[config.mk]
export PLATFORM = sky130hd
export DESIGN_NAME = bmh_ctrl
export DESIGN_NICKNAME = d
export VERILOG_FILES = /design/src/rtl/block_minmax_histogram_assert.svh /design/src/rtl/bmh_pkg.sv /design/src/rtl/bmh_ctrl.sv
export SDC_FILE = /design/constraint.sdc
export NUM_CORES = 1
export LEC_CHECK = 0
export ABC_AREA = 1
export BUFFER_PORTS_ARGS = -buffer_cell sky130_fd_sc_hd__buf_4
export CAP_MARGIN = 10
export CORE_AREA = 2 2 39 41
export CTS_CLUSTER_DIAMETER = 40
export DETAILED_ROUTE_END_ITERATION = 8
export DIE_AREA = 0 0 41 43
export MAX_ROUTING_LAYER = met4
export RECOVER_POWER = 100
export SYNTH_ARGS = -nofsm -noshare
export SYNTH_HDL_FRONTEND = slang
export SYNTH_SLANG_ARGS = --single-unit
[constraint.sdc]
create_clock -name clk -period 1.3 [get_ports clk]
set_input_delay 0.39 -clock clk [delete_from_list [all_inputs] [get_ports clk]]
set_output_delay 0.39 -clock clk [all_outputs]
set_load 0.005 [all_outputs]
[src/rtl/block_minmax_histogram_assert.svh]
// Assertion macros for the brick statistics engine.
// Both forms sample on clk and are disabled while rst is high.
`ifndef BLOCK_MINMAX_HISTOGRAM_ASSERT_SVH
`define BLOCK_MINMAX_HISTOGRAM_ASSERT_SVH
`ifndef NO_ASSERTIONS
// Check cons in the same cycle as ante.
`define BMH_ASSERT_SAME(lbl, ante, cons) \
  lbl: assert property (@(posedge clk) disable iff (rst) (ante) |-> (cons)) \
    else $error("brick statistics assertion failed");
// Check cons in the cycle after ante.
`define BMH_ASSERT_NEXT(lbl, ante, cons) \
  lbl: assert property (@(posedge clk) disable iff (rst) (ante) |=> (cons)) \
    else $error("brick statistics assertion failed");
`else
`define BMH_ASSERT_SAME(lbl, ante, cons)
`define BMH_ASSERT_NEXT(lbl, ante, cons)
`endif
`endif

[src/rtl/bmh_pkg.sv]
`timescale 1ns / 1ps
package bmh_pkg;

  // Operation codes carried on the input tuser
  typedef enum logic [1:0] {
    OP_CLEAR       = 2'd0,
    OP_ADD         = 2'd1,
    OP_READ_BIN    = 2'd2,
    OP_READ_MINMAX = 2'd3
  } opcode_t;

  localparam int BIN_COUNT = 256;
  localparam logic [7:0] VALUE_MAX = 8'hFF;
  localparam logic [6:0] PLANE_COUNT_RESET = 7'd64;

  // Controller to datapath
  typedef struct packed {
    logic load;       // capture an input beat
    logic lookup;     // register range checks
    logic commit;     // write back and load the result
    logic sweep;      // advance the clearing pass
    logic sweep_all;  // clearing pass covers min/max stores too
  } bmh_cmd_t;

  // Datapath to controller
  typedef struct packed {
    logic is_clear;        // captured item is a clear
    logic sweep_hist_last; // last histogram entry of the pass
    logic sweep_all_last;  // last entry of the full reset pass
    logic out_free;        // output register can take a result
  } bmh_stat_t;

endpackage

[src/rtl/bmh_ctrl.sv]
`timescale 1ns / 1ps
module bmh_ctrl (
  input  logic              clk,
  input  logic              rst,
  input  logic              in_valid,
  output logic              in_ready,
  input  bmh_pkg::bmh_stat_t stat,
  output bmh_pkg::bmh_cmd_t  cmd
);
  import bmh_pkg::*;

  typedef enum logic [2:0] {
    S_INIT,
    S_IDLE,
    S_LOOKUP,
    S_CLEAR,
    S_EXEC
  } state_t;

  state_t state;
  state_t state_next;

  // Decode commands and next state
  always_comb begin
    cmd = '0;
    state_next = state;
    case (state)
      S_INIT: begin
        cmd.sweep = 1'b1;
        cmd.sweep_all = 1'b1;
        if (stat.sweep_all_last) state_next = S_IDLE;
      end
      S_IDLE: begin
        cmd.load = in_valid && in_ready;
        if (in_valid && in_ready) state_next = S_LOOKUP;
      end
      S_LOOKUP: begin
        cmd.lookup = 1'b1;
        state_next = stat.is_clear ? S_CLEAR : S_EXEC;
      end
      S_CLEAR: begin
        cmd.sweep = 1'b1;
        if (stat.sweep_hist_last) state_next = S_EXEC;
      end
      S_EXEC: begin
        cmd.commit = stat.out_free;
        if (stat.out_free) state_next = S_IDLE;
      end
      default: state_next = S_INIT;
    endcase
  end

  // Hold state and the registered ready
  always_ff @(posedge clk) begin
    if (rst) begin
      state <= S_INIT;
      in_ready <= 1'b0;
    end else begin
      state <= state_next;
      in_ready <= (state_next == S_IDLE);
    end
  end

endmodule

== Word level (Yosys, flattened, before mapping) ==
Index checks and enable logic that the tools add are counted.
Cells by class
  eq/ne operators: 5
  multiplexer cells: 11
  reductions and logical operators: 3
Operators by type and width (count)
  2-to-1 mux 3 bit: 5
  case mux 3 bit (5 select lines): 1
  equality test 3 x 1 -> 1 bit, second input constant: 2
  equality test 3 x 2 -> 1 bit, second input constant: 2
  2-to-1 mux 1 bit: 5
  equality test 3 bit, second input constant: 1
  logical NOT 3 bit: 1
  OR reduction 2 bit: 1
  logical AND 1 bit: 1
Storage, ports and cells
  register bits: 4
  input port bits: 7
  output and inout bits: 6
  word-level logic and storage cells: 21

== Logic depth before layout (Yosys ltp) ==
  depth after elaboration: 4
  gate-level depth with buffers: 7

== Least setup slack after synthesis ==
No wires, ideal clock.
  path kind: reg-to-output
  from: reg state[0]
  to: out cmd[1] in the netlist's numbering
  data arrival time: 719 ps
  required time: 910 ps
  slack: 191 ps
  cell stages (with the launch flop): 4
  buffers on the path: 0
  path through: dfxtp_1 > nor2_1 > inv_1 > a21oi_1
RTL lines
  start, declared: line bmh_ctrl.sv:20  | state_t state;
  start signal, assigned: line bmh_ctrl.sv:59  | state <= state_next;
  end, declared: line bmh_ctrl.sv:8  | output bmh_pkg::bmh_cmd_t cmd

==> results.toml <==
[clock_tree]
numCtsBuffers = 3
cts_buffer_depth = 2
cts_tree = "done"
clkTransAtPathRegs_ps = 40
clk_latency_ps = 230
h-tree-depth = 1
clock_sinks = 4
cts_hold_buffers = 0
cts_root_buffer = "clkbuf_4"

[finish]
drive_above_1_share = 0.467
multi_input_area_um2 = 156
area_growth_pct = 77.0
nets = 69
insertedDiodeCount = 0
seq_area_um2 = 91.3
n_fill_cell = 158

[yosys]
yosys_register_bits = 4
yosysWarnings = 0
yosys-top-cells-area = "dfxtp_1 (32%), inv_1 (14%), nand2_1 (11%)"
synth_simple_gate_area_frac = 0.420
synthAdderAreaFrac = 0
syn-num-nets = 49
synth_top_family_by_area = "simple AND/OR/NAND/NOR gates"
yosysSeqAreaShare = 0.320
avgSynthCellArea_um2 = 5.96
yosys.area.top_type = "dfxtp_1"
synth_xor_area_frac = 0
synth_area_um2 = 250
synthesis.instances = 42
synth_compound_area_frac = 0.110
netlist.area_leader.share = 0.320
ys_types = 12
synth_mux_area_frac = 0

[timing]
setup_viol = 5
min_period_ps = 1370
skew_ps = 2.86
tightest_slew_ps = 306
rsz0062_at_grt = "yes"
fmax_ghz = 0.729
hold_viol_final = 0
slew-limit-headroom = 0.794
finalCritPeriodShare = 1.05
worst_slack_ps = -71.2
drv_slew = 0
finalSetupTns_ps = -253

[routing]
routed-via-count = 328
dr.pass1.iters = 3
antenna_left = 0
drc_errors = 0
drt-initial-drc-count = 2
wl_um = 647
routedWlPerCell_um = 8.51
viasPerCell = 4.32

[power]
ir_worst_vdd_uv = 331
power_density_nw_per_um2 = 864
leakage_uw = 0.000244

[global_route]
grt_start_max_net_pins = 7
grt_pass1_vias = 270
overflow = 0
antenna_found_initial = 0
grt_usage = 0.0895
grt_pass1_wl_um = 972

[place]
dpl.hpwl_um = 502
dpl_worst_slack_ps = 45.9
io_buffers = 12
gp_congestion = 0.736

[critical_path]
crit_arrival_ps = 980
crit_type = "flip-flop to output port"
r2r_slack_ps = 20
critical_path_required_ps = 910
crit_fanout = 6
end_kind = "output port"
cp-start-kind = "flip-flop"

[flow_run]
max-cap-violations = 0

[floorplanning]
start_util = 0.181
fp.coreArea_um2 = 1380
die_height_um = 43
rows = 14
io_pins = 13
die_area_um2 = 1760
chipWidth_um = 41

[min_path]
hp-class = "input pin to flip-flop"

[outcome]
status = "finished, violations left"
violations = "setup timing"
cells in the final DEF (no fill, tap or decap):
master    netlist  routed
inv_2           1       2
o21ai_0         3       3
o21bai_1        1       1
nor2_4          0       2
buf_6           0       1
nand2_1         7       7
nor2_1          7       5
buf_4           0      12
nor3_1          1       1
clkbuf_4        0       4
dfxtp_4         0       3
a21oi_2         0       1
inv_4           0       1
nor3_2          1       1
nand3_1         5       4
nand3_2         0       1
clkbuf_1        0       1
nand4_1         2       2
dfxtp_1         4       1
inv_1           9       7
cells in the mapped netlist:
cell type,count
o21ai_0,3
a21oi_1,1
dfxtp_1,4
inv_2,1
nor2_1,7
nand4_1,2
nand2_1,7
nand3_1,5
nor3_2,1
nor3_1,1
o21bai_1,1
inv_1,9
final timing paths:
kind	cells past startpoint	start	to
setup / recovery	4	state[0]	cmd[1]
hold / removal	4	rst	state[1]
setup reg to reg	7	state[2]	in_ready
hold reg to reg	4	state[0]	state[0]
where the power goes:
| part | switching [uW] | total [uW] | internal (uW) |
|---|---|---|---|
| Sequential | 11.1 | 140 | 129 |
| Combinational | 39.8 | 93.2 | 53.5 |
| Clock | 46.3 | 149 | 103 |
| Total | 97.1 | 383 | 286 |
logic make-up (layout without fill, tap and decap cells):
group / after synthesis / in the layout
buffers and inverters: 10 / 28
and+or+nand+nor: 23 / 23
AOI/OAI and AO/OA: 5 / 5
DFF: 4 / 4
layout make-up:
type / instances / share of cell area
Multi-Input combinational cell: 28 / 0.353
Timing Repair Buffer: 15 / 0.254
Sequential cell: 4 / 0.206
Clock buffer: 3 / 0.0508
Inverter: 10 / 0.0904
Tap cell: 16 / 0.0452
flip-flops by register name, summed over array words and instances (netlist names):
name,count
in_ready,1
state,3
critical path, cell delays in order (launching register included):
cell and delay, ps:
dfxtp_4 360, nor2_4 120, inv_2 50, a21oi_2 100, buf_4 110
metal layers:
layer	wire length, um	track usage	part of all wire
met1	251	0.0836	0.39
met2	328	0.134	0.51
met3	46	0.0314	0.071
met4	20	0.0800	0.031
met5	0	-	0
timing repair:
item | in CTS | in global routing
endpoints found under the setup margin | 5 | 5
setup buffers | 1 | 1
pin swaps | 4 | 3
resized for setup | 13 | 3
hold endpoints to repair | 0 | 0
stage by stage:
stage / instances / hold slack (ps) / power [uW] / area, um^2 / util
3_5_place_dp: 71 / 664 / 218 / 368 / 0.266
5_1_grt: 76 / 443 / 403 / 443 / 0.320
6_report: 76 / 412 / 383 / 443 / 0.320
2_1_floorplan: 42 / 551 / 176 / 250 / -
4_1_cts: 75 / 405 / 392 / 432 / 0.312
3_3_place_gp: 71 / 663 / 218 / 368 / 0.266
(Power assumes the default switching activity.)
